**src/hw/rtl/assert_macros.svh**
```systemverilog
// Assertion helpers for the RTL core.
// Simulation builds get concurrent assertions; synthesis builds get nothing.
`ifndef ASSERT_MACROS_SVH
`define ASSERT_MACROS_SVH
`ifndef SYNTHESIS
// Same-cycle implication, sampled on the rising clock edge.
`define ASSERT_IMPLIES(lbl, clk, rst, ante, cons, msg) \
   lbl: assert property (@(posedge clk) disable iff (rst) (ante) |-> (cons)) \
      else $error(msg);
// Next-cycle implication, sampled on the rising clock edge.
`define ASSERT_NEXT(lbl, clk, rst, ante, cons, msg) \
   lbl: assert property (@(posedge clk) disable iff (rst) (ante) |=> (cons)) \
      else $error(msg);
`else
`define ASSERT_IMPLIES(lbl, clk, rst, ante, cons, msg)
`define ASSERT_NEXT(lbl, clk, rst, ante, cons, msg)
`endif
`endif

```
**src/hw/rtl/tsst_pkg.sv**
```systemverilog
`timescale 1ns / 1ps
package tsst_pkg;

   // Default number of sensors held in the average memory.
   localparam int SENSOR_COUNT_DEFAULT = 30;

   // Field widths.
   localparam int INDEX_W  = 5;
   localparam int SAMPLE_W = 12;
   localparam int LEVEL_W  = 16;
   localparam int ALPHA_W  = 17;

   // Configuration register indexes.
   localparam int CSR_INDEX_W = 1;
   localparam logic [CSR_INDEX_W-1:0] CSR_SMOOTHING_FACTOR = 1'd0;
   localparam logic [CSR_INDEX_W-1:0] CSR_LEVEL_THRESHOLD  = 1'd1;
   localparam int CSR_DATA_W = ALPHA_W;

   localparam logic [ALPHA_W-1:0] ALPHA_ONE           = 17'd65536;
   localparam logic [ALPHA_W-1:0] SMOOTHING_RESET     = 17'd65536;
   localparam logic [LEVEL_W-1:0] THRESHOLD_RESET     = 16'd32768;

   // Level = floor(128*(LEVEL_SLOPE*d + LEVEL_OFFSET) / (DEN_SCALE*(4096+d)))
   // which is the sensor divider curve in Q3.13 with common factors removed.
   localparam logic [23:0] LEVEL_SLOPE  = 24'd13037994;
   localparam logic [31:0] LEVEL_OFFSET = 32'd3599949824;
   localparam logic [13:0] DEN_SCALE    = 14'd15625;

   localparam int PROD_W = 36;   // slope * sample, plus offset
   localparam int DEN_W  = 27;   // DEN_SCALE * (4096 + d)
   localparam int LOW_W  = 16;   // numerator bits shifted into the divider
   localparam int CNT_W  = 4;    // counts the 16 quotient bits

   typedef struct packed {
      logic [INDEX_W-1:0]  sensor_index;
      logic [SAMPLE_W-1:0] sample;
      logic                frame_end;
   } req_payload_type;

   typedef struct packed {
      logic [INDEX_W-1:0] sensor_id;
      logic [LEVEL_W-1:0] smoothed_level;
      logic               touched;
   } rsp_payload_type;

   typedef enum logic [2:0] {
      ST_IDLE,
      ST_LOAD,
      ST_DIV,
      ST_EMA,
      ST_FIN
   } state_type;

endpackage

```
**src/hw/rtl/touch_sensor_smoothing_threshold_core.sv**
```systemverilog
`timescale 1ns / 1ps
// Touch sensor smoothing and threshold core.
// Input channel req_*: one item is a sensor index, a 12-bit ADC sample and a
// frame_end mark; it is taken on a clock edge with req_valid high and
// req_stall low. Result channel rsp_*: one item per input item, carrying the
// sensor id, the smoothed Q3.13 level and the touched flag (level strictly
// above the threshold register). Configuration goes through csr_we,
// csr_index and csr_wdata, one register per write, and the user must write
// only while the core is idle; the core leaves this to the user. On its way
// to the result register each item passes these steps: the acceptance
// edge registers the level products and the memory read, then a load step
// seeds the divider, the restoring divider produces the level one quotient
// bit per cycle, a smoothing step does the multiply and a final step writes
// back and presents the result. A new item is taken the cycle after the
// previous result is loaded, so the core never works on two items at once.
// The output register frees the core: the next item is accepted while the
// last result still waits. If the receiver stalls past the next item's
// finish, that item holds in its final step and req_stall stays high.
// Reset (synchronous) sets the first-frame flag, the register defaults and
// empties the result register; the average memory is not cleared.
`include "assert_macros.svh"

module touch_sensor_smoothing_threshold_core #(
   parameter int SENSOR_COUNT = tsst_pkg::SENSOR_COUNT_DEFAULT
) (
   input  logic                                  clock,
   input  logic                                  reset,
   input  logic                                  req_valid,
   output logic                                  req_stall,
   input  tsst_pkg::req_payload_type             req_data,
   output logic                                  rsp_valid,
   input  logic                                  rsp_stall,
   output tsst_pkg::rsp_payload_type             rsp_data,
   input  logic                                  csr_we,
   input  logic [tsst_pkg::CSR_INDEX_W-1:0]      csr_index,
   input  logic [tsst_pkg::CSR_DATA_W-1:0]       csr_wdata
);
   import tsst_pkg::*;

   localparam int ADDR_W = (SENSOR_COUNT > 1) ? $clog2(SENSOR_COUNT) : 1;

   // Configuration registers.
   logic [ALPHA_W-1:0] smoothing_ff;
   logic [LEVEL_W-1:0] threshold_ff;

   // Control.
   state_type          state_ff, state_in;
   logic               first_frame_ff;
   logic               rsp_valid_ff;
   logic [CNT_W-1:0]   cnt_ff;

   // Item context, held for the length of the item.
   logic [INDEX_W-1:0] idx_ff;
   logic               frame_end_ff;
   logic               in_range_ff;
   logic               first_ff;

   // Level datapath.
   logic [PROD_W-1:0]  level_prod_ff;
   logic [DEN_W-1:0]   den_ff;
   logic [DEN_W-1:0]   rem_ff;
   logic [LOW_W-1:0]   num_lo_ff;
   logic [LEVEL_W-1:0] quot_ff;

   // Smoothing datapath.
   logic [LEVEL_W-1:0]     avg_mem_ff [SENSOR_COUNT];
   logic [LEVEL_W-1:0]     mem_rd_ff;
   logic signed [34:0]     ema_prod_ff;
   rsp_payload_type        rsp_data_ff;

   logic                   req_take;
   logic                   rsp_take;
   logic                   fin_load;
   logic                   idx_in_range;
   logic [ADDR_W-1:0]      req_addr;
   logic [ADDR_W-1:0]      item_addr;
   logic [PROD_W-1:0]      level_sum;
   logic [DEN_W:0]         trial;
   logic                   trial_ge;
   logic [ALPHA_W-1:0]     alpha_sat;
   logic signed [ALPHA_W:0]   alpha_s;
   logic signed [LEVEL_W:0]   diff_s;
   logic signed [18:0]     ema_sum;
   logic [LEVEL_W-1:0]     new_avg;

   assign req_take     = req_valid && !req_stall;
   assign rsp_take     = rsp_valid_ff && !rsp_stall;
   assign req_stall    = (state_ff != ST_IDLE);
   assign fin_load     = (state_ff == ST_FIN) && (!rsp_valid_ff || !rsp_stall);
   assign idx_in_range = ({{(32-INDEX_W){1'b0}}, req_data.sensor_index} <
                          32'(SENSOR_COUNT));
   assign req_addr     = ADDR_W'(req_data.sensor_index);
   assign item_addr    = ADDR_W'(idx_ff);

   // Numerator = (slope*d + offset) << 7; the top 27 bits seed the remainder,
   // the low bits shift in one per quotient step.
   assign level_sum = level_prod_ff + {{(PROD_W-32){1'b0}}, LEVEL_OFFSET};
   assign trial     = {rem_ff, num_lo_ff[LOW_W-1]};
   assign trial_ge  = (trial >= {1'b0, den_ff});

   // Clamp alpha to one; avg + floor(alpha*(level-avg)/65536) equals the
   // weighted sum of the two terms.
   assign alpha_sat = (smoothing_ff > ALPHA_ONE) ? ALPHA_ONE : smoothing_ff;
   assign alpha_s   = $signed({1'b0, alpha_sat});
   assign diff_s    = $signed({1'b0, quot_ff}) - $signed({1'b0, mem_rd_ff});
   assign ema_sum   = $signed({3'b000, mem_rd_ff}) + ema_prod_ff[34:16];
   assign new_avg   = (first_ff || !in_range_ff) ? quot_ff : ema_sum[LEVEL_W-1:0];

   // Configuration writes.
   always_ff @(posedge clock) begin
      if (reset) begin
         smoothing_ff <= SMOOTHING_RESET;
         threshold_ff <= THRESHOLD_RESET;
      end else if (csr_we) begin
         case (csr_index)
            CSR_SMOOTHING_FACTOR: smoothing_ff <= csr_wdata;
            CSR_LEVEL_THRESHOLD:  threshold_ff <= csr_wdata[LEVEL_W-1:0];
            default: ;
         endcase
      end
   end

   // Sequencer: next state.
   always_comb begin
      state_in = state_ff;
      case (state_ff)
         ST_IDLE: if (req_take) state_in = ST_LOAD;
         ST_LOAD: state_in = ST_DIV;
         ST_DIV:  if (cnt_ff == '0) state_in = ST_EMA;
         ST_EMA:  state_in = ST_FIN;
         ST_FIN:  if (fin_load) state_in = ST_IDLE;
         default: state_in = ST_IDLE;
      endcase
   end

   always_ff @(posedge clock) begin
      if (reset) begin
         state_ff <= ST_IDLE;
      end else begin
         state_ff <= state_in;
      end
   end

   // First-frame flag: drop it once a frame_end item finishes its final step.
   always_ff @(posedge clock) begin
      if (reset) begin
         first_frame_ff <= 1'b1;
      end else if (fin_load && frame_end_ff) begin
         first_frame_ff <= 1'b0;
      end
   end

   // Capture the item, start both level products.
   always_ff @(posedge clock) begin
      if (req_take) begin
         idx_ff        <= req_data.sensor_index;
         frame_end_ff  <= req_data.frame_end;
         in_range_ff   <= idx_in_range;
         first_ff      <= first_frame_ff;
         level_prod_ff <= {{(PROD_W-SAMPLE_W){1'b0}}, req_data.sample} *
                          {{(PROD_W-24){1'b0}}, LEVEL_SLOPE};
         den_ff        <= {{(DEN_W-SAMPLE_W-1){1'b0}}, 1'b1, req_data.sample} *
                          {{(DEN_W-14){1'b0}}, DEN_SCALE};
      end
   end

   // Restoring divider, one quotient bit per cycle.
   always_ff @(posedge clock) begin
      if (reset) begin
         cnt_ff <= '0;
      end else if (state_ff == ST_LOAD) begin
         cnt_ff <= CNT_W'(LEVEL_W - 1);
      end else if (state_ff == ST_DIV) begin
         cnt_ff <= cnt_ff - 1'b1;
      end
   end

   always_ff @(posedge clock) begin
      if (state_ff == ST_LOAD) begin
         rem_ff    <= level_sum[PROD_W-1:9];
         num_lo_ff <= {level_sum[8:0], 7'b0};
      end else if (state_ff == ST_DIV) begin
         rem_ff    <= trial_ge ? DEN_W'(trial - {1'b0, den_ff}) : trial[DEN_W-1:0];
         num_lo_ff <= {num_lo_ff[LOW_W-2:0], 1'b0};
         quot_ff   <= {quot_ff[LEVEL_W-2:0], trial_ge};
      end
   end

   // Average memory: read at acceptance, write back at the final step.
   always_ff @(posedge clock) begin
      if (req_take && idx_in_range) begin
         mem_rd_ff <= avg_mem_ff[req_addr];
      end
   end

   always_ff @(posedge clock) begin
      if (fin_load && in_range_ff) begin
         avg_mem_ff[item_addr] <= new_avg;
      end
   end

   // Smoothing product.
   always_ff @(posedge clock) begin
      if (state_ff == ST_EMA) begin
         ema_prod_ff <= alpha_s * diff_s;
      end
   end

   // Result register: hold while stalled, advance on take.
   always_ff @(posedge clock) begin
      if (reset) begin
         rsp_valid_ff <= 1'b0;
      end else if (fin_load) begin
         rsp_valid_ff <= 1'b1;
      end else if (rsp_take) begin
         rsp_valid_ff <= 1'b0;
      end
   end

   always_ff @(posedge clock) begin
      if (fin_load) begin
         rsp_data_ff.sensor_id      <= idx_ff;
         rsp_data_ff.smoothed_level <= new_avg;
         rsp_data_ff.touched        <= (new_avg > threshold_ff);
      end
   end

   assign rsp_valid = rsp_valid_ff;
   assign rsp_data  = rsp_data_ff;

   `ASSERT_NEXT(a_take_starts_item, clock, reset, req_take, state_ff == ST_LOAD,
      "accepted item did not start the level step")
   `ASSERT_IMPLIES(a_div_rem_bound, clock, reset, state_ff == ST_DIV, rem_ff < den_ff,
      "divider remainder not below divisor")
   `ASSERT_NEXT(a_fin_presents, clock, reset, fin_load,
      rsp_valid_ff && (state_ff == ST_IDLE), "final step did not present the result")
   `ASSERT_IMPLIES(a_first_frame_clear, clock, reset, $fell(first_frame_ff),
      $past(fin_load && frame_end_ff), "first-frame flag dropped outside a frame end")
endmodule

```
**config.mk**
```make
export PLATFORM = sky130hd
export DESIGN_NAME = touch_sensor_smoothing_threshold_core
export DESIGN_NICKNAME = d
export VERILOG_FILES = /design/src/hw/rtl/tsst_pkg.sv /design/src/hw/rtl/touch_sensor_smoothing_threshold_core.sv
export VERILOG_INCLUDE_DIRS = /design/src /design/src/hw/rtl
export SDC_FILE = /design/constraint.sdc
export NUM_CORES = 2
export LEC_CHECK = 0
export BUFFER_PORTS_ARGS = -buffer_cell sky130_fd_sc_hd__buf_2
export CAP_MARGIN = 20
export CORE_MARGIN = 2
export CORE_UTILIZATION = 52
export CTS_CLUSTER_SIZE = 24
export DETAILED_ROUTE_END_ITERATION = 8
export PLACE_DENSITY = 0.71
export SLEW_MARGIN = 20
export SYNTH_ARGS = -nofsm -noshare
export SYNTH_HDL_FRONTEND = slang
export SYNTH_SLANG_ARGS = --single-unit
```
**constraint.sdc**
```tcl
create_clock -name clock -period 8.4 [get_ports clock]
set_clock_uncertainty 0.2 [all_clocks]
set_input_delay 1.26 -clock clock [delete_from_list [all_inputs] [get_ports clock]]
set_output_delay 1.26 -clock clock [all_outputs]
set_load 0.02 [all_outputs]
```
Word level (Yosys, flattened, before mapping) --
Memory sizes are Yosys's and may differ from the RTL's. A register that Yosys moved wholly into a read port is not among the register bits. Cells that the tools add are included.
Word-level totals: logic and storage cells 79, memories kept 1, bits in registers 218, bits of input ports 41, bits in writable memories 480
Operators by class: reduce and logical (&&, ||, !) cells 21, bitwise operators 2, add/subtract/negate cells 5, multiplexer cells 17, equal/unequal tests 7, multipliers 3, magnitude comparators 4
Memories:
- avg_mem_ff | words 30, bits a word 16, rd ports 1, clocked after Yosys merged registers in 1, wr ports 1, line touch_sensor_smoothing_threshold_core.sv:66 | logic [LEVEL_W-1:0] avg_mem_ff [SENSOR_COUNT];
Operators by type and width (count):
- $mux W27 | 3
- $mux W16 | 3
- $add A36 B32 Y36 const B | 1
- $mul A12 B23 Y35 const B | 1
- $mul A18 B17 Y32 | 1
- $ge A28 B27 Y1 | 1
- $mul A13 B14 Y27 const B | 1
- $sub A27 B27 Y27 | 1
- $gt A17 B17 Y1 const B | 1
- $mux W17 | 1
- $sub A16 B16 Y17 | 1
- $add A16 B16 Y16 | 1
- $gt A16 B16 Y1 | 1
- $pmux W3 S5 | 1
- $mux W3 | 3
- $mux W4 | 2
- $eq A3 B2 Y1 const B | 2
- $logic_and A1 B1 Y1 | 6
- $ne A2 B2 Y1 const B | 3
- $reduce_and A2 Y1 | 3
- $lt A5 B5 Y1 const B | 1
- $logic_not A1 Y1 | 4
- $logic_not A4 Y1 | 1
- $mux W1 | 4
- other kinds (9) | 12

Depth between registers and ports, before layout --
depth after elaboration 6, gate-level depth with buffers 35, mapped depth without buffers 34

Worst setup path after synthesis --
OpenSTA, ideal clock, no wires.
kind register to register, start register mem_rd_ff[0] (read register of avg_mem_ff), end register ema_prod_ff[31], data pin, buffers on the path 1, clock period less this slack 8.447 ns, cell stages (with the launch flop) 35, setup slack -0.047 ns, data required time 7.936 ns, arrival time 7.983 ns, setup time 0.264 ns, cells stage by stage edfxtp_1 -> ha_1 -> fa_1 -> nor2b_1 -> o21ai_0 -> a21oi_1 -> o21ai_0 -> nand2b_1 -> a21oi_1 -> xnor2_1 -> clkbuf_1 -> nand2_1 -> fa_1 -> inv_1 -> fa_1 -> inv_1 -> fa_1 -> inv_1 -> fa_1 -> fa_1 -> inv_1 -> fa_1 -> inv_1 -> ha_1 -> o211ai_1 -> nor2_1 -> a211oi_1 -> o21ai_2 -> a221oi_4 -> o31ai_2 -> a2111oi_2 -> nor3_1 -> and4_4 -> a2111oi_4 -> xnor2_1
On the way: cells in the longest elaborated chain, start to end 2
RTL lines:
- start, declared | line touch_sensor_smoothing_threshold_core.sv:67 | logic [LEVEL_W-1:0] mem_rd_ff;
- $sub A16 B16 Y17 | line touch_sensor_smoothing_threshold_core.sv:105 | assign diff_s = $signed({1'b0, quot_ff}) - $signed({1'b0, mem_rd_ff});
- $mul A18 B17 Y32 | line touch_sensor_smoothing_threshold_core.sv:205 | ema_prod_ff <= alpha_s * diff_s;
- end signal, assigned | line touch_sensor_smoothing_threshold_core.sv:205
- end, declared | line touch_sensor_smoothing_threshold_core.sv:68 | logic signed [34:0] ema_prod_ff;
Every way passes these cells. A chain may end at the register's enable or synchronous reset.

Worst setup path after layout --
start register quot_ff[0], end register ema_prod_ff[31], data pin
On the way: cells in the longest elaborated chain, start to end 2
RTL lines:
- start, declared | line touch_sensor_smoothing_threshold_core.sv:63 | logic [LEVEL_W-1:0] quot_ff;
- start signal, assigned | line touch_sensor_smoothing_threshold_core.sv:185 | quot_ff <= {quot_ff[LEVEL_W-2:0], trial_ge};
- $sub A16 B16 Y17 | line touch_sensor_smoothing_threshold_core.sv:105
- $mul A18 B17 Y32 | line touch_sensor_smoothing_threshold_core.sv:205
Every way passes these cells.

==> metrics.csv <==
metric;value;unit
synth_flop_cell;edfxtp_1;
dp_slack;-0.251;ns
p_per_area;290;nW/um2
required;8.55;ns
antenna_found_initial;6;
avgSynthCellArea;12.7;um2
grt_first_pass_wirelength;168000;um
grt-ovfl-total;0;
dr.pass1.iters;5;
numPortBuffers;64;
grt_pass1_vias;28914;
cts_hold_buf;0;
nets;4508;
path_common_cell;fa_1;
dieArea;89500;um2
root_buffer;clkbuf_16;
ys_ff_latch;695;
end_kind;flop;
wl_per_cell;21.8;um
numCtsBuffers;72;
seqPwrFrac;30.9;%
p_leak;21.0;nW
synth-edff-count;653;
fmaxAchievable;118;MHz
nFillCells;6833;
placed_cell_area;48000;um2
comb_power_share;47.1;%
clk_pin_slew;0.06;ns
die_w;299;um
setup-violations-final;1;
syn_nets;4317;
grt_max_degree;69;
area_growth;11.7;%
track_usage;24.7;%
status;finished with violations;
p_sw;0.00546;W
worst_pin_slew;1.05;ns
synth_top_area_share;43.3;%
p_sw_share;37.1;%
via_per_inst;5.69;
synthArstFlopShare;0;%
fin_crit;8.45;ns
grt_setup_unrepaired;true;
yosys-top-cells-area;edfxtp_1, fa_1, ha_1, mux4_2, inv_1;
ys_warn_count;0;
fin_total_pwr;0.0147;W
setup_tns;-0.0492;ns
setup_ws;-0.0492;ns
ys_top_cells_by_count;edfxtp_1, inv_1, ha_1;
ys_types;72;
coreArea;86600;um2
yosysTopAreaCell;edfxtp_1;
drt_iter0_drc;2693;
cp.arrival;8.59;ns
ios;65;
dp.cells;4831;
pwr-share-clk;22.0;%
timing.final.crit_share;101;%
max_cap_viol_count;0;
htreeDepth;3;
die_y;299;um
yosysMostFrequentCell;edfxtp_1;
clockBufferDepth;3;
cts_tree;yes;
hpwlAfterDp;76300;um
drive_gt1_share;15.6;%
failed_checks;negative setup slack;
syn-cell-area;45300;um2
synth-seq-area-share;45.1;%
hp-class;reg2reg;
diodes;0;
vias;28262;
syn_inst;3570;
clock_latency;0.63;ns
ir_drop;0.000189;V
rows;108;
fin_cells;4970;
worst_path_max_delay_cell;fa_1;
place_congestion;0.965;
cp_max_fo;3;
routed_wl;108000;um
slew_violations;0;
path_class;reg2reg;
p_int;0.00924;W
ant_nets;0;
drc_errors;0;
post-route-cell-area;50600;um2
max_stage_delay;0.54;ns
relSlewSlack;29.6;%
clock-sinks;695;
worstSetupStartpointType;flop;
hold_viol;0;
start_util;52.3;%
==> path summary, 6_finish.rpt <==
| path | from | to | slack (ns) | depth (start not counted) |
|---|---|---|---|---|
| setup reg to reg | quot_ff[0]$_DFFE_PP_ | ema_prod_ff[31]$_DFFE_PP_ | -0.05 | 33 |
| setup / recovery | quot_ff[0]$_DFFE_PP_ | ema_prod_ff[31]$_DFFE_PP_ | -0.05 | 33 |
| hold reg to reg | first_frame_ff$_SDFFE_PP1P_ | first_ff$_DFFE_PP_ | 0.23 | 0 |
| hold / removal | first_frame_ff$_SDFFE_PP1P_ | first_ff$_DFFE_PP_ | 0.23 | 0 |
==> layer usage <==
metal | wire length, um | global-route usage [%] | up-vias
met4 | 2910 | 7.14 | 8
met3 | 8370 | 4.00 | 177
met2 | 51900 | 40.4 | 1062
li1 | - | - | 12756
met5 | 83 | 0 | -
met1 | 44900 | 34.5 | 14259
==> power by group through the flow <==
stage               Combinational (W)  Sequential (W)  Clock, W
global placement              0.00662         0.00460         0
finish                        0.00692         0.00454   0.00324
CTS                           0.00686         0.00454   0.00328
floorplan                     0.00495         0.00456         0
global route                  0.00777         0.00457   0.00341
detailed placement            0.00672         0.00461         0
==> cells by family after synthesis <==
group / count (synthesis) / synth area share, %
AOI/OAI and AO/OA: 386 / 5.53
xor gates and xnor gates: 137 / 2.66
adders and majority gates: 706 / 25.3
buffers and inverters: 662 / 5.48
DFF: 695 / 45.1
muxes: 181 / 8.07
and+or+nand+nor: 803 / 7.88
==> through the flow <==
step	utilization, %	hold slack (ns)
after global placement	55.4	0.216
final	58.4	0.229
after detailed placement	55.4	0.225
after global routing	58.4	0.241
after floorplan	-	0.209
after CTS	58.3	0.234
==> state kept, by name (all words and copies together) (netlist names) <==
register and count:
idx_ff 5, mem_rd_ff 16, quot_ff 16, state_ff 3, den_ff 27, in_range_ff 1
level_prod_ff 33, num_lo_ff 8, ema_prod_ff 16, cnt_ff 4, smoothing_ff 17, avg_mem_ff 480
first_ff 1, rem_ff 27, rsp_data 22, rsp_valid 1, first_frame_ff 1, threshold_ff 16
frame_end_ff 1
==> placed cells by master, fill, tap and decap left out, types with 7 or more instances in the layout <==
cell type / instances
inv_1: 552
fa_1: 347
a211oi_1: 13
nand3_1: 37
edfxtp_1: 653
nand2b_1: 29
o211ai_1: 20
xnor2_1: 94
nor2_2: 23
a31oi_1: 26
bufinv_16: 8
buf_4: 155
nor2b_1: 11
dfxtp_1: 42
o21ai_0: 73
clkinv_2: 12
and3_1: 14
clkinv_1: 12
buf_2: 62
xor2_1: 41
and2_1: 38
o21bai_1: 12
clkbuf_16: 73
nand3b_1: 10
mux2_2: 35
o21ai_2: 17
or3_1: 12
nand4_1: 21
clkbuf_1: 10
nand2_1: 329
nor2_1: 213
ha_1: 356
nor3_1: 24
mux4_2: 144
a211o_1: 7
a21o_1: 39
nor4_1: 11
a21oi_1: 101
o21a_1: 18
==> critical path: cells and delay by family (launching register included) <==
| kind | cells | cell delay, ns |
|---|---|---|
| xor+xnor | 1 | 0.10 |
| buf+inv | 5 | 0.36 |
| flops | 1 | 0.36 |
| compound gates | 13 | 2.73 |
| simple gates | 5 | 0.67 |
| fa+ha+maj | 9 | 3.74 |
==> repair_timing <==
| item | 4_1_cts | 5_1_grt |
|---|---|---|
| buffers inserted | 8 | 2 |
| setup endpoints to repair | 3 | 6 |
| resized for setup | 9 | 12 |
| pin swaps | 15 | 26 |
==> area by class of cell <==
class | instances | area [um2] | area share (%)
multi-input combinational | 2213 | 22600 | 44.7
sequential | 695 | 20400 | 40.4
inverter | 556 | 2090 | 4.12
clock buffer | 85 | 1880 | 3.72
timing repair buffer | 223 | 1580 | 3.13
tap | 1155 | 1450 | 2.85
clock inverter | 43 | 526 | 1.04
No activity file was read; power rests on OpenSTA's default activity.
